===== config.mk =====
export PLATFORM = sky130hd
export DESIGN_NAME = serial_command_line_monitor_top_flat
export DESIGN_NICKNAME = d
export VERILOG_FILES = /design/src/hdl/scm_pkg.sv /design/src/hdl/scm_req_if.sv /design/src/hdl/scm_rsp_if.sv /design/src/hdl/serial_command_line_monitor_top.sv /design/src/hdl/scm_front.sv /design/src/hdl/scm_queue.sv /design/src/hdl/scm_back.sv /design/src/flat_wrapper.sv
export SDC_FILE = /design/constraint.sdc
export NUM_CORES = 1
export LEC_CHECK = 0
export BUFFER_PORTS_ARGS = -buffer_cell sky130_fd_sc_hd__buf_2
export CAP_MARGIN = 0
export CORE_UTILIZATION = 45
export DETAILED_ROUTE_END_ITERATION = 10
export PLACE_DENSITY_LB_ADDON = 0.2
export SETUP_SLACK_MARGIN = 0.1
export SLEW_MARGIN = 15
export SYNTH_ARGS = -nofsm -noshare
export SYNTH_HDL_FRONTEND = slang
export SYNTH_HIERARCHICAL = 1
export SYNTH_SLANG_ARGS = --single-unit
export TNS_END_PERCENT = 1

===== constraint.sdc =====
create_clock -name clock -period 4.55 [get_ports clock]
set_input_delay 0.6825 -clock clock [delete_from_list [all_inputs] [get_ports clock]]
set_output_delay 0.6825 -clock clock [all_outputs]
set_load 0.01 [all_outputs]

===== src/hdl/scm_pkg.sv =====
// Shared types, constants and keyword tables of the serial command line monitor.
package scm_pkg;

   // Longest line is MAX_LINE-1 characters
   localparam int MAX_LINE   = 32;
   localparam int LINE_LEN_W = $clog2(MAX_LINE);

   // Configuration registers
   localparam int CSR_DATA_W  = 16;
   localparam int CSR_INDEX_W = 1;
   localparam logic [CSR_INDEX_W-1:0] CSR_READY_PERIOD   = 1'b0;
   localparam logic [CSR_INDEX_W-1:0] CSR_TRIGGER_PERIOD = 1'b1;
   localparam logic [CSR_DATA_W-1:0]  READY_PERIOD_RST   = 16'd1000;
   localparam logic [CSR_DATA_W-1:0]  TRIGGER_PERIOD_RST = 16'd2000;

   // Byte codes
   localparam logic [7:0] CHAR_CR     = 8'h0d;
   localparam logic [7:0] CHAR_LF     = 8'h0a;
   localparam logic [7:0] CHAR_LOWER_A = 8'h61;
   localparam logic [7:0] CHAR_LOWER_Z = 8'h7a;
   localparam logic [7:0] CASE_OFFSET = 8'h20;

   // Response codes
   typedef enum logic [2:0] {
      RESP_READY    = 3'd0,
      RESP_AUTO     = 3'd1,
      RESP_PONG     = 3'd2,
      RESP_HELP     = 3'd3,
      RESP_TRIG_OK  = 3'd4,
      RESP_UNKNOWN  = 3'd5,
      RESP_TOO_LONG = 3'd6
   } resp_code_type;

   // Keywords: PING, HELP, TRIGGER
   localparam int NUM_KW = 3;
   localparam logic [7:0] KW_TEXT [NUM_KW][8] = '{
      '{8'h50, 8'h49, 8'h4e, 8'h47, 8'h00, 8'h00, 8'h00, 8'h00},
      '{8'h48, 8'h45, 8'h4c, 8'h50, 8'h00, 8'h00, 8'h00, 8'h00},
      '{8'h54, 8'h52, 8'h49, 8'h47, 8'h47, 8'h45, 8'h52, 8'h00}
   };
   localparam logic [2:0] KW_LEN [NUM_KW] = '{3'd4, 3'd4, 3'd7};
   localparam resp_code_type KW_CODE [NUM_KW] = '{RESP_PONG, RESP_HELP, RESP_TRIG_OK};

   // Result slots of one request, in delivery order (lowest bit first)
   localparam int SLOT_STARTUP = 0;
   localparam int SLOT_CMD     = 1;
   localparam int SLOT_BEACON  = 2;
   localparam int SLOT_AUTO    = 3;
   localparam int NUM_SLOTS    = 4;

   typedef struct packed {
      logic [NUM_SLOTS-1:0] mask;
      resp_code_type        cmd_code;
   } bundle_type;

   // Queue between front and back
   localparam int QUEUE_DEPTH = 4;
   localparam int QUEUE_PTR_W = $clog2(QUEUE_DEPTH);
   localparam int QUEUE_CNT_W = $clog2(QUEUE_DEPTH + 1);

   typedef struct packed {
      logic full;
      logic empty;
   } queue_status_type;

endpackage


===== src/hdl/scm_req_if.sv =====
// Request channel: one tick with an optional received byte.
interface scm_req_if;
   logic       valid;
   logic       ready;
   logic       byte_valid;
   logic [7:0] rx_byte;

   modport source (output valid, output byte_valid, output rx_byte, input ready);
   modport sink   (input valid, input byte_valid, input rx_byte, output ready);
endinterface


===== src/hdl/scm_rsp_if.sv =====
// Response channel: one response code with trigger and end-of-tick flags.
interface scm_rsp_if;
   logic       valid;
   logic       ready;
   logic [2:0] response_code;
   logic       fire_trigger;
   logic       last_of_tick;

   modport source (output valid, output response_code, output fire_trigger,
                   output last_of_tick, input ready);
   modport sink   (input valid, input response_code, input fire_trigger,
                   input last_of_tick, output ready);
endinterface


===== src/hdl/serial_command_line_monitor_top.sv =====
// Top level of the serial command line monitor.
//
// Each request is one millisecond tick with an optional received byte; the block
// folds letters to upper case, tracks a running match of the line against PING,
// HELP and TRIGGER, and keeps the ready-beacon and auto-trigger tick counters.
// A request is taken, back to back, whenever the four-entry result queue has room;
// it yields zero to four responses (start-up ready, command response, ready
// beacon, auto trigger), which leave one per cycle through a registered response
// port unless it stalls, the last one flagged. Sustained throughput is one request
// per cycle while requests average at most one response, and is set by that single
// response port otherwise. No clearing pass follows reset. The user must write
// period registers via the csr_ port while no request is pending; block does not check.
module serial_command_line_monitor_top (
   input  logic                                clock,
   input  logic                                reset,
   scm_req_if.sink                             req_chan,
   scm_rsp_if.source                           rsp_chan,
   input  logic                                csr_write_en,
   input  logic [scm_pkg::CSR_INDEX_W-1:0]     csr_index,
   input  logic [scm_pkg::CSR_DATA_W-1:0]      csr_wdata
);

   scm_pkg::queue_status_type  q_status;
   scm_pkg::bundle_type        q_push_data;
   scm_pkg::bundle_type        q_pop_data;
   logic                       q_push;
   logic                       q_pop;

   scm_front u_front (
      .clock        (clock),
      .reset        (reset),
      .req          (req_chan),
      .csr_write_en (csr_write_en),
      .csr_index    (csr_index),
      .csr_wdata    (csr_wdata),
      .q_status     (q_status),
      .q_push       (q_push),
      .q_push_data  (q_push_data)
   );

   scm_queue u_queue (
      .clock     (clock),
      .reset     (reset),
      .push      (q_push),
      .push_data (q_push_data),
      .pop       (q_pop),
      .pop_data  (q_pop_data),
      .status    (q_status)
   );

   scm_back u_back (
      .clock      (clock),
      .reset      (reset),
      .q_status   (q_status),
      .q_pop_data (q_pop_data),
      .q_pop      (q_pop),
      .rsp        (rsp_chan)
   );

endmodule


===== src/hdl/scm_front.sv =====
// Front end: accepts requests, runs line parsing and tick counters, builds result bundles.
module scm_front (
   input  logic                                clock,
   input  logic                                reset,
   scm_req_if.sink                             req,
   input  logic                                csr_write_en,
   input  logic [scm_pkg::CSR_INDEX_W-1:0]     csr_index,
   input  logic [scm_pkg::CSR_DATA_W-1:0]      csr_wdata,
   input  scm_pkg::queue_status_type           q_status,
   output logic                                q_push,
   output scm_pkg::bundle_type                 q_push_data
);

   localparam logic [scm_pkg::LINE_LEN_W-1:0] LINE_LAST =
      scm_pkg::LINE_LEN_W'(scm_pkg::MAX_LINE - 1);

   logic [scm_pkg::CSR_DATA_W-1:0]   ready_period_ff, ready_period_in;
   logic [scm_pkg::CSR_DATA_W-1:0]   trigger_period_ff, trigger_period_in;
   logic [scm_pkg::LINE_LEN_W-1:0]   line_len_ff, line_len_in;
   logic [scm_pkg::NUM_KW-1:0]       kw_flags_ff, kw_flags_in;
   logic [scm_pkg::CSR_DATA_W-1:0]   ready_cnt_ff, ready_cnt_in;
   logic [scm_pkg::CSR_DATA_W-1:0]   trigger_cnt_ff, trigger_cnt_in;
   logic                             started_ff, started_in;

   logic                             accept;
   logic                             is_term;
   logic                             overflow;
   logic [7:0]                       char_up;
   logic [scm_pkg::NUM_KW-1:0]       kw_keep;
   logic                             ready_hit;
   logic                             trigger_hit;
   logic                             cmd_fire;
   scm_pkg::resp_code_type           cmd_code;

   assign req.ready = !q_status.full;
   assign accept    = req.valid && req.ready;

   // Byte classification and case folding
   assign is_term  = (req.rx_byte == scm_pkg::CHAR_CR) || (req.rx_byte == scm_pkg::CHAR_LF);
   assign overflow = (line_len_ff >= LINE_LAST);
   assign char_up  = ((req.rx_byte >= scm_pkg::CHAR_LOWER_A) &&
                      (req.rx_byte <= scm_pkg::CHAR_LOWER_Z)) ?
                     (req.rx_byte - scm_pkg::CASE_OFFSET) : req.rx_byte;

   // Running keyword match at the current position
   always_comb begin
      for (int k = 0; k < scm_pkg::NUM_KW; k++) begin
         kw_keep[k] = (line_len_ff < scm_pkg::LINE_LEN_W'(scm_pkg::KW_LEN[k])) &&
                      (scm_pkg::KW_TEXT[k][line_len_ff[2:0]] == char_up);
      end
   end

   // Command decode on a terminator, first matching keyword wins
   always_comb begin
      cmd_code = scm_pkg::RESP_UNKNOWN;
      for (int k = scm_pkg::NUM_KW - 1; k >= 0; k--) begin
         if (kw_flags_ff[k] && (line_len_ff == scm_pkg::LINE_LEN_W'(scm_pkg::KW_LEN[k]))) begin
            cmd_code = scm_pkg::KW_CODE[k];
         end
      end
   end

   assign ready_hit   = (ready_cnt_ff >= ready_period_ff);
   assign trigger_hit = (trigger_cnt_ff >= trigger_period_ff);

   // Next state and result bundle
   always_comb begin
      line_len_in    = line_len_ff;
      kw_flags_in    = kw_flags_ff;
      ready_cnt_in   = ready_cnt_ff;
      trigger_cnt_in = trigger_cnt_ff;
      started_in     = started_ff;
      cmd_fire       = 1'b0;
      q_push_data.cmd_code = cmd_code;
      if (accept) begin
         started_in = 1'b1;
         if (req.byte_valid) begin
            priority if (is_term) begin
               if (line_len_ff != '0) begin
                  cmd_fire    = 1'b1;
                  line_len_in = '0;
                  kw_flags_in = '1;
               end
            end else if (!overflow) begin
               line_len_in = line_len_ff + 1'b1;
               kw_flags_in = kw_flags_ff & kw_keep;
            end else begin
               cmd_fire    = 1'b1;
               q_push_data.cmd_code = scm_pkg::RESP_TOO_LONG;
               line_len_in = '0;
               kw_flags_in = '1;
            end
         end
         ready_cnt_in   = ready_hit ? '0 : ready_cnt_ff + 1'b1;
         trigger_cnt_in = trigger_hit ? '0 : trigger_cnt_ff + 1'b1;
      end
      q_push_data.mask[scm_pkg::SLOT_STARTUP] = !started_ff;
      q_push_data.mask[scm_pkg::SLOT_CMD]     = cmd_fire;
      q_push_data.mask[scm_pkg::SLOT_BEACON]  = ready_hit;
      q_push_data.mask[scm_pkg::SLOT_AUTO]    = trigger_hit;
   end

   assign q_push = accept && (q_push_data.mask != '0);

   // Configuration writes
   always_comb begin
      ready_period_in   = ready_period_ff;
      trigger_period_in = trigger_period_ff;
      if (csr_write_en) begin
         unique case (csr_index)
            scm_pkg::CSR_READY_PERIOD:   ready_period_in   = csr_wdata;
            scm_pkg::CSR_TRIGGER_PERIOD: trigger_period_in = csr_wdata;
            default: ;
         endcase
      end
   end

   always_ff @(posedge clock) begin
      if (reset) begin
         ready_period_ff   <= scm_pkg::READY_PERIOD_RST;
         trigger_period_ff <= scm_pkg::TRIGGER_PERIOD_RST;
         line_len_ff       <= '0;
         kw_flags_ff       <= '1;
         ready_cnt_ff      <= '0;
         trigger_cnt_ff    <= '0;
         started_ff        <= 1'b0;
      end else begin
         ready_period_ff   <= ready_period_in;
         trigger_period_ff <= trigger_period_in;
         line_len_ff       <= line_len_in;
         kw_flags_ff       <= kw_flags_in;
         ready_cnt_ff      <= ready_cnt_in;
         trigger_cnt_ff    <= trigger_cnt_in;
         started_ff        <= started_in;
      end
   end

`ifndef ASSERT_OFF
   // Any accepted request leaves the start-up ready behind
   a_started_after_accept: assert property (@(posedge clock) disable iff (reset)
      accept |=> started_ff)
      else $error("start-up flag not set after accepted request");
`endif

endmodule


===== src/hdl/scm_queue.sv =====
// Short queue of result bundles between the front and back ends.
module scm_queue (
   input  logic                        clock,
   input  logic                        reset,
   input  logic                        push,
   input  scm_pkg::bundle_type         push_data,
   input  logic                        pop,
   output scm_pkg::bundle_type         pop_data,
   output scm_pkg::queue_status_type   status
);

   scm_pkg::bundle_type                 entry_ff [scm_pkg::QUEUE_DEPTH];
   logic [scm_pkg::QUEUE_PTR_W-1:0]     wr_ptr_ff, wr_ptr_in;
   logic [scm_pkg::QUEUE_PTR_W-1:0]     rd_ptr_ff, rd_ptr_in;
   logic [scm_pkg::QUEUE_CNT_W-1:0]     count_ff, count_in;

   function automatic logic [scm_pkg::QUEUE_CNT_W-1:0] QUEUE_CNT_W_one(input logic b);
      return {{(scm_pkg::QUEUE_CNT_W-1){1'b0}}, b};
   endfunction

   assign status.full  = (count_ff == scm_pkg::QUEUE_CNT_W'(scm_pkg::QUEUE_DEPTH));
   assign status.empty = (count_ff == '0);
   assign pop_data     = entry_ff[rd_ptr_ff];

   // Pointer and occupancy update
   always_comb begin
      wr_ptr_in = push ? wr_ptr_ff + 1'b1 : wr_ptr_ff;
      rd_ptr_in = pop ? rd_ptr_ff + 1'b1 : rd_ptr_ff;
      count_in  = count_ff + QUEUE_CNT_W_one(push) - QUEUE_CNT_W_one(pop);
   end

   always_ff @(posedge clock) begin
      if (reset) begin
         wr_ptr_ff <= '0;
         rd_ptr_ff <= '0;
         count_ff  <= '0;
      end else begin
         wr_ptr_ff <= wr_ptr_in;
         rd_ptr_ff <= rd_ptr_in;
         count_ff  <= count_in;
      end
   end

   // Storage needs no reset
   always_ff @(posedge clock) begin
      if (push) begin
         entry_ff[wr_ptr_ff] <= push_data;
      end
   end

`ifndef ASSERT_OFF
   a_no_push_when_full: assert property (@(posedge clock) disable iff (reset)
      !(push && status.full))
      else $error("bundle pushed into full queue");
   a_no_pop_when_empty: assert property (@(posedge clock) disable iff (reset)
      !(pop && status.empty))
      else $error("bundle popped from empty queue");
`endif

endmodule


===== src/hdl/scm_back.sv =====
// Back end: walks each result bundle and delivers one response per cycle unless stalled.
module scm_back (
   input  logic                        clock,
   input  logic                        reset,
   input  scm_pkg::queue_status_type   q_status,
   input  scm_pkg::bundle_type         q_pop_data,
   output logic                        q_pop,
   scm_rsp_if.source                   rsp
);

   logic [scm_pkg::NUM_SLOTS-1:0]  pend_ff, pend_in;
   scm_pkg::resp_code_type         cmd_code_ff, cmd_code_in;
   logic                           rsp_valid_ff, rsp_valid_in;
   scm_pkg::resp_code_type         rsp_code_ff, rsp_code_in;
   logic                           rsp_fire_ff, rsp_fire_in;
   logic                           rsp_last_ff, rsp_last_in;

   logic [scm_pkg::NUM_SLOTS-1:0]  sel;
   logic [scm_pkg::NUM_SLOTS-1:0]  pend_rest;
   logic [scm_pkg::NUM_SLOTS-1:0]  pend_after;
   logic                           load;
   scm_pkg::resp_code_type         sel_code;

   // Lowest pending slot goes first
   assign sel       = pend_ff & (~pend_ff + 1'b1);
   assign pend_rest = pend_ff & ~sel;
   assign load      = (pend_ff != '0) && (!rsp_valid_ff || rsp.ready);

   always_comb begin
      priority if (sel[scm_pkg::SLOT_STARTUP]) begin
         sel_code = scm_pkg::RESP_READY;
      end else if (sel[scm_pkg::SLOT_CMD]) begin
         sel_code = cmd_code_ff;
      end else if (sel[scm_pkg::SLOT_BEACON]) begin
         sel_code = scm_pkg::RESP_READY;
      end else begin
         sel_code = scm_pkg::RESP_AUTO;
      end
   end

   // Bundle walk and refill from the queue
   always_comb begin
      pend_after  = load ? pend_rest : pend_ff;
      q_pop       = (pend_after == '0) && !q_status.empty;
      pend_in     = q_pop ? q_pop_data.mask : pend_after;
      cmd_code_in = q_pop ? q_pop_data.cmd_code : cmd_code_ff;
   end

   // Output register
   always_comb begin
      rsp_valid_in = rsp_valid_ff && !rsp.ready;
      rsp_code_in  = rsp_code_ff;
      rsp_fire_in  = rsp_fire_ff;
      rsp_last_in  = rsp_last_ff;
      if (load) begin
         rsp_valid_in = 1'b1;
         rsp_code_in  = sel_code;
         rsp_fire_in  = (sel_code == scm_pkg::RESP_AUTO) || (sel_code == scm_pkg::RESP_TRIG_OK);
         rsp_last_in  = (pend_rest == '0);
      end
   end

   always_ff @(posedge clock) begin
      if (reset) begin
         pend_ff      <= '0;
         rsp_valid_ff <= 1'b0;
      end else begin
         pend_ff      <= pend_in;
         rsp_valid_ff <= rsp_valid_in;
      end
   end

   always_ff @(posedge clock) begin
      cmd_code_ff <= cmd_code_in;
      rsp_code_ff <= rsp_code_in;
      rsp_fire_ff <= rsp_fire_in;
      rsp_last_ff <= rsp_last_in;
   end

   assign rsp.valid         = rsp_valid_ff;
   assign rsp.response_code = rsp_code_ff;
   assign rsp.fire_trigger  = rsp_fire_ff;
   assign rsp.last_of_tick  = rsp_last_ff;

`ifndef ASSERT_OFF
   // A request's results leave without a gap until its last one
   a_no_gap_in_tick: assert property (@(posedge clock) disable iff (reset)
      (rsp.valid && rsp.ready && !rsp.last_of_tick) |=> rsp.valid)
      else $error("gap inside the results of one request");
`endif

endmodule

===== src/flat_wrapper.sv =====
// flat-port wrapper written by rule: the top's interface ports become plain ports
module serial_command_line_monitor_top_flat 
  (clock, reset, csr_write_en, csr_index, csr_wdata, req_chan_valid, req_chan_byte_valid, req_chan_rx_byte, req_chan_ready, rsp_chan_valid, rsp_chan_response_code, rsp_chan_fire_trigger, rsp_chan_last_of_tick, rsp_chan_ready);
  scm_req_if req_chan_i ();
  scm_rsp_if rsp_chan_i ();
  input  logic clock;
  input  logic reset;
  input  logic csr_write_en;
  input  logic [scm_pkg::CSR_INDEX_W-1:0] csr_index;
  input  logic [scm_pkg::CSR_DATA_W-1:0] csr_wdata;
  input wire logic [$bits(req_chan_i.valid)-1:0] req_chan_valid;
  input wire logic [$bits(req_chan_i.byte_valid)-1:0] req_chan_byte_valid;
  input wire logic [$bits(req_chan_i.rx_byte)-1:0] req_chan_rx_byte;
  output wire logic [$bits(req_chan_i.ready)-1:0] req_chan_ready;
  output wire logic [$bits(rsp_chan_i.valid)-1:0] rsp_chan_valid;
  output wire logic [$bits(rsp_chan_i.response_code)-1:0] rsp_chan_response_code;
  output wire logic [$bits(rsp_chan_i.fire_trigger)-1:0] rsp_chan_fire_trigger;
  output wire logic [$bits(rsp_chan_i.last_of_tick)-1:0] rsp_chan_last_of_tick;
  input wire logic [$bits(rsp_chan_i.ready)-1:0] rsp_chan_ready;
  assign req_chan_i.valid = req_chan_valid;
  assign req_chan_i.byte_valid = req_chan_byte_valid;
  assign req_chan_i.rx_byte = req_chan_rx_byte;
  assign req_chan_ready = req_chan_i.ready;
  assign rsp_chan_valid = rsp_chan_i.valid;
  assign rsp_chan_response_code = rsp_chan_i.response_code;
  assign rsp_chan_fire_trigger = rsp_chan_i.fire_trigger;
  assign rsp_chan_last_of_tick = rsp_chan_i.last_of_tick;
  assign rsp_chan_i.ready = rsp_chan_ready;
  serial_command_line_monitor_top u_core (.clock(clock), .reset(reset), .req_chan(req_chan_i), .rsp_chan(rsp_chan_i), .csr_write_en(csr_write_en), .csr_index(csr_index), .csr_wdata(csr_wdata));
endmodule

==> out/qor.yml, run 1 <==
status:
  outcome: "finished, final reports clean"
timing:
  fin_skew_ns: 0.00428
  slew_violations: 0
  period_share_pct: 84.4
  hold_violations: 0
  worst_pin_slew_ns: 1.03
  fin_setup_tns_ns: 0
  clock.fmax_ghz: 0.260
  final.min_clock_period_ns: 3.84
  setup_viol_count_final: 0
  slew_headroom_pct: 31.5
  grt_setup_unrepaired: "false"
min_path:
  hp-class: "flip-flop to flip-flop"
  min_from: "u_core/u_front/trigger_period_ff[14]"
  holdPathStages: 2
  holdPathEnd: "u_core/u_front/trigger_period_ff[14]"
layout:
  finalNetCount: 769
  nFillCells: 1251
  drive_gt1_share_pct: 12.2
  n_antenna_cell: 0
  synthToLayoutAreaGrowth_pct: 14.5
  fin_cells: 879
route:
  vias_per_cell: 5.33
  ant_nets: 0
  routed_wl_um: 12700
  first_pass_iters: 5
  drt_iter0_drc: 298
  avgRoutedWirePerCell_um: 14.4
  vias: 4682
  drc: 0
logic_synthesis:
  syn_area_per_cell_um2: 9.63
  ys_seq_area_share_pct: 44.4
  synth.most_common_cell: "dfxtp_1"
  ys_warn_count: 6
  synth.top_cell.area_share_pct: 27.4
  synth_common_cells: "dfxtp_1, nand2_1, ha_1, inv_1, a21oi_1"
  synth-seq-cells: 123
  synth-edff-count: 36
  postSynth.asyncResetShare_pct: 0
  synth_top_cell_by_area: "dfxtp_1"
  synth_area_um2: 6350
  synth_fp_nets: 743
  synth_cell_type_count: 66
  synth_area_leaders: "dfxtp_1, edfxtp_1, ha_1"
  synth_flop_cell: "dfxtp_1"
  synthCells: 660
worst_setup_path:
  critPathCaptureType: "flip-flop"
  arrival_ns: 4.14
  startpoint_type: "flip-flop"
  critPathTopFamily: "compound AO/OA/AOI/OAI gates"
  cpPeakStageDelay_ns: 0.56
  crit_path_frequent_cell: "ha_1"
  path_max_fanout: 7
  reg2reg_from: "u_core/u_front/ready_cnt_ff[0]"
  worst_r2r_endpoint: "u_core/u_queue/count_ff[2]"
  crit_type: "flip-flop to flip-flop"
  path_cells: "inv_1, ha_1, or3b_2, o2111ai_1, a31oi_1, o21ai_0, nand2_1, o41a_1, ha_1, fa_1, xor3_1, nor2_1"
  rr_worst_depth: 12
  cp_num_buf_inv: 1
  required_ns: 4.84
  worst-r2r-setup-slack_ns: 0.71
  slowest_stage: "o41a_1"
global_route:
  grt_overflow: 0
  grt_max_degree: 48
  antenna_found_initial: 0
  grt_first_pass_wirelength_um: 21600
  track_usage_pct: 18.9
  grt_pass1_vias: 4582
place:
  gp_congestion: 0.934
  hpwl_um: 9250
  place_inst: 847
  port_buffers: 37
power_and_ir_drop:
  vdd_ir_drop_max_uv: 265
  p_leak_nw: 2.95
  power_w: 0.00356
  cellPowerDensity_nw_per_um2: 489
floorplan:
  initial_core_util_pct: 46.0
  rows: 43
  fp.dieW_um: 121
  io_pins: 38
  core_area_um2: 13800
  die_h_um: 121
  die_area_um2: 14600
clock_tree:
  cts_tree: "yes"
  cts_sinks: 123
  post_cts_buffers: 0
  htreeDepth: 4
  root_buffer: "clkbuf_16"
  ctsResizeCount: 0
  path_clk_slew_ns: 0.05
  worstSkewPairLatency_ns: 0.41
  cts_inserted_buffers: 17
  cts_buffer_depth: 2
  ctsHoldBuffers: 0
job:
  drv_cap: 0
==> flip-flops by register name, indices dropped and copies added, names as in the netlist, named ones only <==
| name | count |
|---|---|
| u_core/u_queue/entry_ff | 28 |
| u_core/u_front/ready_cnt_ff | 16 |
| u_core/u_front/ready_period_ff | 16 |
| u_core/u_front/trigger_cnt_ff | 16 |
| u_core/u_front/trigger_period_ff | 16 |
| u_core/u_front/line_len_ff | 5 |
| u_core/u_back/pend_ff | 4 |
| u_core/u_back/cmd_code_ff | 3 |
| u_core/u_back/rsp.response_code | 3 |
| u_core/u_front/kw_flags_ff | 3 |
| u_core/u_queue/count_ff | 3 |
| u_core/u_queue/rd_ptr_ff | 2 |
| u_core/u_queue/wr_ptr_ff | 2 |
| u_core/u_back/rsp.fire_trigger | 1 |
| u_core/u_back/rsp.last_of_tick | 1 |
| u_core/u_back/rsp.valid | 1 |
| u_core/u_front/started_ff | 1 |
==> per-layer routing <==
layer / vias up / global-route usage [%] / part of all wire, %
met5: - / 0 / 0
met4: 0 / 8.33 / 1.9
met3: 21 / 4.48 / 3.7
met2: 86 / 29.5 / 47
met1: 2203 / 24.8 / 47
li1: 2372 / - / -
==> power breakdown <==
group | switching [W] | total [W] | internal, W
clock network | 0.000468 | 0.00148 | 0.00102
logic | 0.000350 | 0.000666 | 0.000316
registers | 0.000116 | 0.00141 | 0.00129
==> cell families (layout without fill, tap and decap cells) <==
logic type | after synthesis | after routing | share of synthesized area (%)
adders and majority gates | 52 | 52 | 10.4
AOI/OAI and AO/OA | 111 | 111 | 12.4
DFF | 123 | 123 | 44.4
muxes | 9 | 9 | 2.82
xor gates and xnor gates | 41 | 41 | 5.89
and+or+nand+nor | 239 | 239 | 18.4
buffers and inverters | 85 | 124 | 5.77
==> how the worst max path moves through the flow <==
stage                                   start                    endpoint  slack, ns  cells after the start
5_1_grt        u_core/u_front/ready_cnt_ff[0]  u_core/u_queue/count_ff[2]       0.49                     12
3_3_place_gp   u_core/u_front/ready_cnt_ff[0]  u_core/u_queue/count_ff[2]       0.88                     12
3_5_place_dp   u_core/u_front/ready_cnt_ff[0]  u_core/u_queue/count_ff[2]       0.71                     12
2_1_floorplan             req_chan_rx_byte[2]  u_core/u_queue/count_ff[2]       1.13                     10
4_1_cts        u_core/u_front/ready_cnt_ff[0]  u_core/u_queue/count_ff[2]       0.72                     12
6_report       u_core/u_front/ready_cnt_ff[0]  u_core/u_queue/count_ff[2]       0.71                     12
==> cell type report <==
class | count | area [um2] | share of cell area [%]
tap | 180 | 225 | 3.10
sequential | 123 | 2820 | 38.8
clock buffer | 17 | 425 | 5.85
clock inverter | 15 | 228 | 3.13
inverter | 51 | 191 | 2.63
timing repair buffer | 41 | 215 | 2.96
multi-input combinational | 452 | 3160 | 43.5
==> cell usage in the layout (no fill, tap or decap), types with 7 or more instances in the layout <==
cell / Yosys / final
ha_1: 51 / 51
inv_1: 51 / 51
nand4_1: 15 / 15
dfxtp_1: 87 / 87
a211o_1: 7 / 7
clkbuf_16: 0 / 17
xor2_1: 24 / 24
xnor2_1: 16 / 16
a21oi_1: 46 / 46
nor2b_1: 11 / 11
nand3_1: 17 / 17
nand3b_1: 11 / 11
mux4_2: 7 / 7
edfxtp_1: 36 / 36
nor2_1: 36 / 36
buf_2: 5 / 37
nand2_1: 86 / 86
nor3_1: 34 / 34
==> worst min-delay path, cell delays in order (launching register included) <==
cell and delay [ns]:
dfxtp_1 0.31, nand2_1 0.05, a21oi_1 0.05
==> through the flow <==
| stage | instance area, um2 | setup WS, ns | utilization [%] | hold slack, ns |
|---|---|---|---|---|
| 5_1_grt | 7270 | 0.486 | 52.6 | 0.472 |
| 6_report | 7270 | 0.708 | 52.6 | 0.453 |
| 3_3_place_gp | 6620 | 0.876 | 47.9 | 0.443 |
| 3_5_place_dp | 6620 | 0.713 | 47.9 | 0.448 |
| 4_1_cts | 7270 | 0.719 | 52.6 | 0.456 |
| 2_1_floorplan | 6350 | 1.13 | - | 0.426 |
Power figures use the tool's default switching activity.
==> inputs of run 2 (changes only) <==
--- a/config.mk
+++ b/config.mk
@@ -5,6 +5,7 @@
 export SDC_FILE = /design/constraint.sdc
 export NUM_CORES = 1
 export LEC_CHECK = 0
+export ABC_AREA = 1
 export BUFFER_PORTS_ARGS = -buffer_cell sky130_fd_sc_hd__buf_2
 export CAP_MARGIN = 0
 export CORE_UTILIZATION = 45
==> constraint.sdc (replaced) <==
create_clock -name clock -period 3.13 [get_ports clock]
set_input_delay 0.4695 -clock clock [delete_from_list [all_inputs] [get_ports clock]]
set_output_delay 0.4695 -clock clock [all_outputs]
set_load 0.01 [all_outputs]
==> run 2 against run 1 <==
Fmax is 43% higher. Worst hold slack worse by 0.15 ns. Critical endpoint unchanged. Largest cell class unchanged. Clock-buffer cell count is 3 higher. Utilization is 0.097 points higher. Global-route usage is 0.57 points lower. Largest power group is now registers.
==> out/qor.yml, run 2 <==
worst_setup_path:
  path_cells: "ha_1, nand2_1, nor2_1, ha_1, a31oi_1, nand2_1, nand3_2, nand2_1, o21ai_0, nand2_1, ha_1, fa_1, inv_1, nand3_1, nand2_1, nor2_1"
  cpPeakStageDelay_ns: 0.38  # -0.18 ns
  required_ns: 3.44  # -1.40 ns
  worst_r2r_endpoint: "u_core/u_queue/count_ff[2]"
  startpoint_type: "flip-flop"
  worst-r2r-setup-slack_ns: 0.44  # -0.27 ns
  slowest_stage: "dfxtp_1"
  path_max_fanout: 7  # unchanged
  rr_worst_depth: 16  # +4
  arrival_ns: 3.00  # -1.14 ns
  reg2reg_from: "u_core/u_front/line_len_ff[0]"
  crit_type: "flip-flop to flip-flop"
  critPathCaptureType: "flip-flop"
  crit_path_frequent_cell: "nand2_1"
clock_tree:
  ctsResizeCount: 0  # unchanged
  cts_tree: "yes"
  post_cts_buffers: 0  # unchanged
  ctsHoldBuffers: 0  # unchanged
  path_clk_slew_ns: 0.05  # about the same
  cts_sinks: 123  # unchanged
  root_buffer: "clkbuf_16"
  worstSkewPairLatency_ns: 0.42  # about the same
  htreeDepth: 4  # unchanged
  cts_buffer_depth: 2  # unchanged
  cts_inserted_buffers: 17  # unchanged
global_route:
  grt_pass1_vias: 4478  # -2.3%
  grt_overflow: 0  # unchanged
  grt_max_degree: 28  # -42%
  antenna_found_initial: 0  # unchanged
  track_usage_pct: 18.3  # -0.57 points
  grt_first_pass_wirelength_um: 21200  # -1.8%
logic_synthesis:
  yosys.area_share.simple_pct: 21.6  # +3.3 points
  synth_fp_nets: 899  # +21%
  synth_area_um2: 6600  # +3.9%
  postSynth.asyncResetShare_pct: 0  # unchanged
  ys_warn_count: 6  # unchanged
  synth_area_leaders: "dfxtp_1, edfxtp_1, ha_1"
  synth_mux_area_share_pct: 0.303  # -2.5 points
  synth_cell_type_count: 47  # -29%
  syn_area_per_cell_um2: 8.09  # -16%
  synthCells: 816  # +24%
  synth_top_family_by_area: "simple AND/OR/NAND/NOR gates"
  synth.top_cell.area_share_pct: 26.4  # -1.0 points
  ys_seq_area_share_pct: 42.8  # -1.7 points
  synth_xor_area_share_pct: 3.45  # -2.4 points
  synth-seq-cells: 123  # unchanged
  synth_flop_cell: "dfxtp_1"
  synth.most_common_cell: "nand2_1"
  synth_fa_ha_area_share_pct: 9.97  # -0.38 points
  synth-edff-count: 36  # unchanged
  synth_common_cells: "nand2_1, inv_1, nor2_1"
  synth-compound-area-share_pct: 12.0  # -0.40 points
  synth_top_cell_by_area: "dfxtp_1"
timing:
  fin_setup_tns_ns: 0  # unchanged
  setup_viol_count_final: 0  # unchanged
  slew_violations: 0  # unchanged
  setup_slack_ns: 0.440  # -0.269 ns
  final.min_clock_period_ns: 2.69  # -1.15 ns
  period_share_pct: 85.9  # +1.5 points
  fin_skew_ns: 0.00894  # +0.00466 ns
  slew_headroom_pct: 32.2  # +0.67 points
  worst_pin_slew_ns: 1.02  # -0.0114 ns
  grt_setup_unrepaired: "false"
  hold_violations: 0  # unchanged
  clock.fmax_ghz: 0.372  # +43%
floorplan:
  io_pins: 38  # unchanged
  core_area_um2: 14100  # +1.9%
  die_h_um: 123  # +1.9%
  fp.dieW_um: 123  # +1.9%
  die_area_um2: 15200  # +3.8%
  rows: 43  # unchanged
  initial_core_util_pct: 46.8  # +0.86 points
route:
  vias_per_cell: 4.79  # -10%
  vias: 5007  # +6.9%
  ant_nets: 0  # unchanged
  drc: 0  # unchanged
  routed_wl_um: 12700  # +0.20%
  avgRoutedWirePerCell_um: 12.2  # -16%
  drt_iter0_drc: 312  # +4.7%
  first_pass_iters: 5  # unchanged
power_and_ir_drop:
  p_sw_share_pct: 30.4  # +4.1 points
  p_comb_share_pct: 21.8  # +3.1 points
  switchingPower_w: 0.00151  # +61%
  p_leak_nw: 3.47  # +18%
  vdd_ir_drop_max_uv: 464  # +75%
  power_frac_seq_pct: 41.8  # +2.3 points
  p_int_w: 0.00345  # +32%
  power.share.clock_pct: 36.4  # -5.3 points
  cellPowerDensity_nw_per_um2: 668  # +37%
layout:
  finalNetCount: 936  # +22%
  post-route-util_pct: 52.7  # +0.097 points
  final_common_cell: "nand2_1"
  fin_cells: 1046  # +19%
  nFillCells: 1353  # +8.2%
  largest-register: "u_core/u_queue/entry_ff"
  synthToLayoutAreaGrowth_pct: 12.6
  largest_reg_flops: 28  # unchanged
  n_antenna_cell: 0  # unchanged
  final_cell_mix: "nand2_1, inv_1, nor2_1, dfxtp_1, a21oi_1"
  drive_gt1_share_pct: 12.4  # +0.20 points
min_path:
  holdPathEnd: "u_core/u_front/trigger_period_ff[10]"
  holdPathStages: 3  # +1
  min_from: "csr_wdata[10]"
  hp-class: "input port to flip-flop"
place:
  place_inst: 1014  # +20%
  port_buffers: 37  # unchanged
  hpwl_um: 9340  # +0.93%
  dp_slack_ns: 0.387  # -0.326 ns
  gp_congestion: 0.821  # -12%
job:
  drv_cap: 0  # unchanged
status:
  outcome: "finished, final reports clean"
[run 2: changes by cell type after synthesis, moves of 9 or more]
cell | before | now
xnor2_1 | 16 | 4
nor2_1 | 36 | 88
nor3_1 | 34 | 4
o21ai_0 | 6 | 37
nand3_1 | 17 | 35
nand2_2 | 0 | 9
nand2_1 | 86 | 156
inv_1 | 51 | 124
nor2b_1 | 11 | 0
clkbuf_1 | 20 | 8
a21oi_1 | 46 | 56
[run 2: through the flow]
| stage | power [W] | instance area, um2 | hold slack, ns |
|---|---|---|---|
| floorplan | 0.00294 | 6600 | 0.418 |
| global placement | 0.00317 | 6890 | 0.430 |
| detailed placement | 0.00318 | 6890 | 0.433 |
| CTS | 0.00501 | 7430 | 0.292 |
| global route | 0.00528 | 7430 | 0.302 |
| finish | 0.00496 | 7430 | 0.307 |
[run 2: cell type report]
type | count | area (um2) | area share (%)
tap | 180 | 225 | 3.03
clock inverter | 12 | 105 | 1.42
clock buffer | 20 | 437 | 5.88
inverter | 131 | 492 | 6.62
multi-input combinational | 538 | 3120 | 42.0
sequential | 123 | 2820 | 38.0
timing repair buffer | 42 | 223 | 3.00
[run 2: power by group through the flow]
stage               logic (W)  clock network, W  registers, W
floorplan            0.000900                 0       0.00204
global placement      0.00106                 0       0.00210
detailed placement    0.00108                 0       0.00211
CTS                   0.00108           0.00185       0.00208
global route          0.00125           0.00192       0.00211
finish                0.00108           0.00180       0.00207
[run 2: worst max-delay path, delay by kind of cell (launching register included)]
family	cells	cell delay, ns
flip-flops	1	0.38
AND/OR/NAND/NOR	9	0.71
buffers and inverters	1	0.08
adder cells (fa/ha/maj)	4	1.02
AO/OA/AOI/OAI	2	0.38
[run 2: kinds of logic (layout without fill, tap and decap cells)]
group	count (synthesis)	in the layout
AOI/OAI and AO/OA	134	134
xor gates and xnor gates	26	26
adders and majority gates	52	52
buffers and inverters	155	205
DFF	123	123
muxes	2	2
and+or+nand+nor	324	324
[run 2: how the worst max path moves through the flow]
stage,cells past startpoint,endpoint,startpoint,slack [ns]
after floorplan,15,u_core/u_queue/count_ff[2],req_chan_rx_byte[0],0.76
after global placement,15,u_core/u_queue/count_ff[2],req_chan_rx_byte[0],0.39
after detailed placement,15,u_core/u_queue/count_ff[2],req_chan_rx_byte[0],0.39
after CTS,16,u_core/u_queue/count_ff[2],u_core/u_front/line_len_ff[0],0.43
after global routing,16,u_core/u_queue/count_ff[2],u_core/u_front/trigger_period_ff[13],0.21
final,16,u_core/u_queue/count_ff[2],u_core/u_front/line_len_ff[0],0.44
[run 2: per-layer routing]
| layer | wire, um | part of all wire (%) | global-route usage (%) |
|---|---|---|---|
| met2 | 5500 | 43 | 27.4 |
| met4 | 145 | 1.1 | 6.33 |
| met5 | 0 | 0 | 0 |
| met1 | 6730 | 53 | 25.2 |
| met3 | 348 | 2.7 | 5.26 |
==> inputs of run 3 (changes only) <==
--- a/config.mk
+++ b/config.mk
@@ -8,9 +8,10 @@
 export ABC_AREA = 1
 export BUFFER_PORTS_ARGS = -buffer_cell sky130_fd_sc_hd__buf_2
 export CAP_MARGIN = 0
-export CORE_UTILIZATION = 45
+export CORE_UTILIZATION = 30
 export DETAILED_ROUTE_END_ITERATION = 10
 export PLACE_DENSITY_LB_ADDON = 0.2
+export REMOVE_ABC_BUFFERS = 1
 export SETUP_SLACK_MARGIN = 0.1
 export SLEW_MARGIN = 15
 export SYNTH_ARGS = -nofsm -noshare
==> run 3 against run 2 <==
Global-route usage decreased by 5.3 points. Utilization decreased by 17 points. Critical path depth unchanged. Largest power group is now the clock network. Total power increased by 6.1%. Clock power increased by 16%. Sequential share of layout area decreased by 1.1 points. Largest cell class unchanged. Wire length increased by 6.2%. Non-clock buffer count increased by 2. Via count decreased by 1.6%. Combinational power about the same. Final cell count increased by 9.3%.
==> out/qor.yml, run 3 (same netlist as run 2, synthesis figures left out) <==
power_and_ir_drop:
  p_comb_share_pct: 21.1  # -0.7 points
  vdd_ir_drop_max_uv: 283  # -39%
  power_frac_seq_pct: 39.2  # -2.6 points
  power.share.clock_pct: 39.7  # +3.3 points
  cellPowerDensity_nw_per_um2: 688  # +3.0%
  p_leak_nw: 3.50  # +1.0%
  switchingPower_w: 0.00155  # +2.8%
  p_int_w: 0.00371  # +7.5%
  p_sw_share_pct: 29.4  # -0.94 points
min_path:
  hp-class: "input port to flip-flop"
  min_from: "csr_wdata[8]"
  holdPathStages: 3  # unchanged
  holdPathEnd: "u_core/u_front/ready_period_ff[8]"
worst_setup_path:
  cpPeakStageDelay_ns: 0.38  # about the same
  crit_path_frequent_cell: "nand2_1"
  slowest_stage: "dfxtp_1"
  worst-r2r-setup-slack_ns: 0.39  # -0.05 ns
  path_max_fanout: 7  # unchanged
  required_ns: 3.43  # about the same
  crit_type: "flip-flop to flip-flop"
  worst_r2r_endpoint: "u_core/u_queue/count_ff[2]"
  startpoint_type: "flip-flop"
  path_cells: "ha_1, nand2_1, nor2_1, ha_1, a31oi_1, nand2_1, nand3_2, nand2_1, o21ai_0, nand2_1, ha_1, fa_1, inv_1, nand3_1, nand2_1, nor2_1"
  rr_worst_depth: 16  # unchanged
  arrival_ns: 3.04  # +0.04 ns
  reg2reg_from: "u_core/u_front/line_len_ff[0]"
  critPathCaptureType: "flip-flop"
route:
  drc: 0  # unchanged
  first_pass_iters: 4  # -1
  avgRoutedWirePerCell_um: 11.8  # -2.9%
  routed_wl_um: 13500  # +6.2%
  ant_nets: 0  # unchanged
  vias: 4927  # -1.6%
  drt_iter0_drc: 212  # -32%
  vias_per_cell: 4.31  # -9.9%
layout:
  nFillCells: 2220  # +64%
  fin_cells: 1143  # +9.3%
  n_antenna_cell: 0  # unchanged
  final_cell_mix: "nand2_1, inv_1, nor2_1, dfxtp_1, a21oi_1"
  multi_input_area_um2: 3120  # unchanged
  final_common_cell: "nand2_1"
  finalNetCount: 938  # +0.21%
  largest_reg_flops: 28  # unchanged
  largest-register: "u_core/u_queue/entry_ff"
  ff_latch_area_um2: 2820  # unchanged
  drive_gt1_share_pct: 13.0  # +0.66 points
  synthToLayoutAreaGrowth_pct: 15.9
place:
  place_inst: 1109  # +9.4%
  port_buffers: 37  # unchanged
  hpwl_um: 9990  # +7.0%
  gp_congestion: 0.787  # -4.2%
  dp_slack_ns: 0.324  # -0.0633 ns
global_route:
  grt_max_degree: 37  # +32%
  track_usage_pct: 13.0  # -5.3 points
  grt_pass1_vias: 4678  # +4.5%
  grt_first_pass_wirelength_um: 22900  # +7.8%
  grt_overflow: 0  # unchanged
  antenna_found_initial: 0  # unchanged
floorplan:
  io_pins: 38  # unchanged
  fp.dieW_um: 150  # +22%
  initial_core_util_pct: 31.0  # -16 points
  core_area_um2: 21300  # +51%
  rows: 53  # +23%
  die_h_um: 150  # +22%
  die_area_um2: 22600  # +49%
clock_tree:
  cts_inserted_buffers: 17  # unchanged
  cts_sinks: 123  # unchanged
  cts_tree: "yes"
  ctsResizeCount: 0  # unchanged
  path_clk_slew_ns: 0.06  # about the same
  htreeDepth: 4  # unchanged
  post_cts_buffers: 0  # unchanged
  root_buffer: "clkbuf_16"
  worstSkewPairLatency_ns: 0.40  # -0.02 ns
  cts_buffer_depth: 2  # unchanged
  ctsHoldBuffers: 0  # unchanged
timing:
  hold_violations: 0  # unchanged
  worst_pin_slew_ns: 0.784  # -0.231 ns
  slew_headroom_pct: 47.7  # +15 points
  final.min_clock_period_ns: 2.74  # +0.0547 ns
  clock.fmax_ghz: 0.364  # -2.0%
  setup_viol_count_final: 0  # unchanged
  setup_slack_ns: 0.385  # -0.0547 ns
  fin_skew_ns: 0.00676  # -0.00218 ns
  period_share_pct: 87.7  # +1.7 points
  grt_setup_unrepaired: "false"
  slew_violations: 0  # unchanged
  fin_setup_tns_ns: 0  # unchanged
job:
  drv_cap: 0  # unchanged
status:
  outcome: "finished, final reports clean"
## run 3: changes by cell type in the layout (fill, tap and decap cells not counted)
cell,previous run,this run
clkinvlp_4,0,4
buf_4,5,7
clkbuf_1,3,2
clkinv_2,6,3
clkinv_1,5,2
bufinv_16,2,5
## run 3: worst max-delay path, delay by kind of cell (launching register included)
kind,cells,cell delay (ns)
compound gates,2,0.42
simple gates,9,0.72
buf+inv,1,0.09
fa+ha+maj,4,1.03
flops,1,0.38
## run 3: layout make-up
class | count | area share (%)
clock buffers | 19 | 5.66
clock inverters | 13 | 2.60
inverters | 131 | 6.43
multi-input cells | 538 | 40.8
flip-flops and latches | 123 | 36.9
well taps | 275 | 4.50
repair buffers | 44 | 3.11
## run 3: stage by stage
step                      hold slack (ns)  total power, W  cell area, um2  util (%)
after floorplan                     0.418         0.00287            6440         -
after global placement              0.433         0.00320            7000      32.9
after detailed placement            0.434         0.00319            7000      32.9
after CTS                           0.307         0.00533            7640      35.9
after global routing                0.326         0.00561            7650      35.9
final                               0.323         0.00526            7650      35.9
## run 3: power by group through the flow
stage | Clock [W] | Combinational [W] | Sequential [W]
2_1_floorplan | 0 | 0.000779 | 0.00209
3_3_place_gp | 0 | 0.00110 | 0.00210
3_5_place_dp | 0 | 0.00110 | 0.00210
4_1_cts | 0.00215 | 0.00111 | 0.00207
5_1_grt | 0.00222 | 0.00129 | 0.00209
6_report | 0.00209 | 0.00111 | 0.00206
## run 3: worst max path at each step
stage,from,to,slack [ns],cells after the start
after floorplan,u_core/u_front/line_len_ff[0],u_core/u_queue/count_ff[2],0.78,16
after global placement,req_chan_rx_byte[0],u_core/u_queue/count_ff[2],0.33,15
after detailed placement,req_chan_rx_byte[0],u_core/u_queue/count_ff[2],0.32,15
after CTS,u_core/u_front/line_len_ff[0],u_core/u_queue/count_ff[2],0.35,16
after global routing,u_core/u_front/line_len_ff[1],u_core/u_queue/count_ff[2],0.11,16
final,u_core/u_front/line_len_ff[0],u_core/u_queue/count_ff[2],0.39,16
## run 3: layer usage
| metal | routed length (um) | part of all wire, % | track usage, % | vias to the layer above |
|---|---|---|---|---|
| li1 | - | - | - | 2721 |
| met1 | 7340 | 54 | 18.1 | 2157 |
| met2 | 5800 | 43 | 19.6 | 45 |
| met3 | 280 | 2.1 | 3.09 | 4 |
| met4 | 80 | 0.59 | 4.24 | 0 |
| met5 | 0 | 0 | 0 | - |
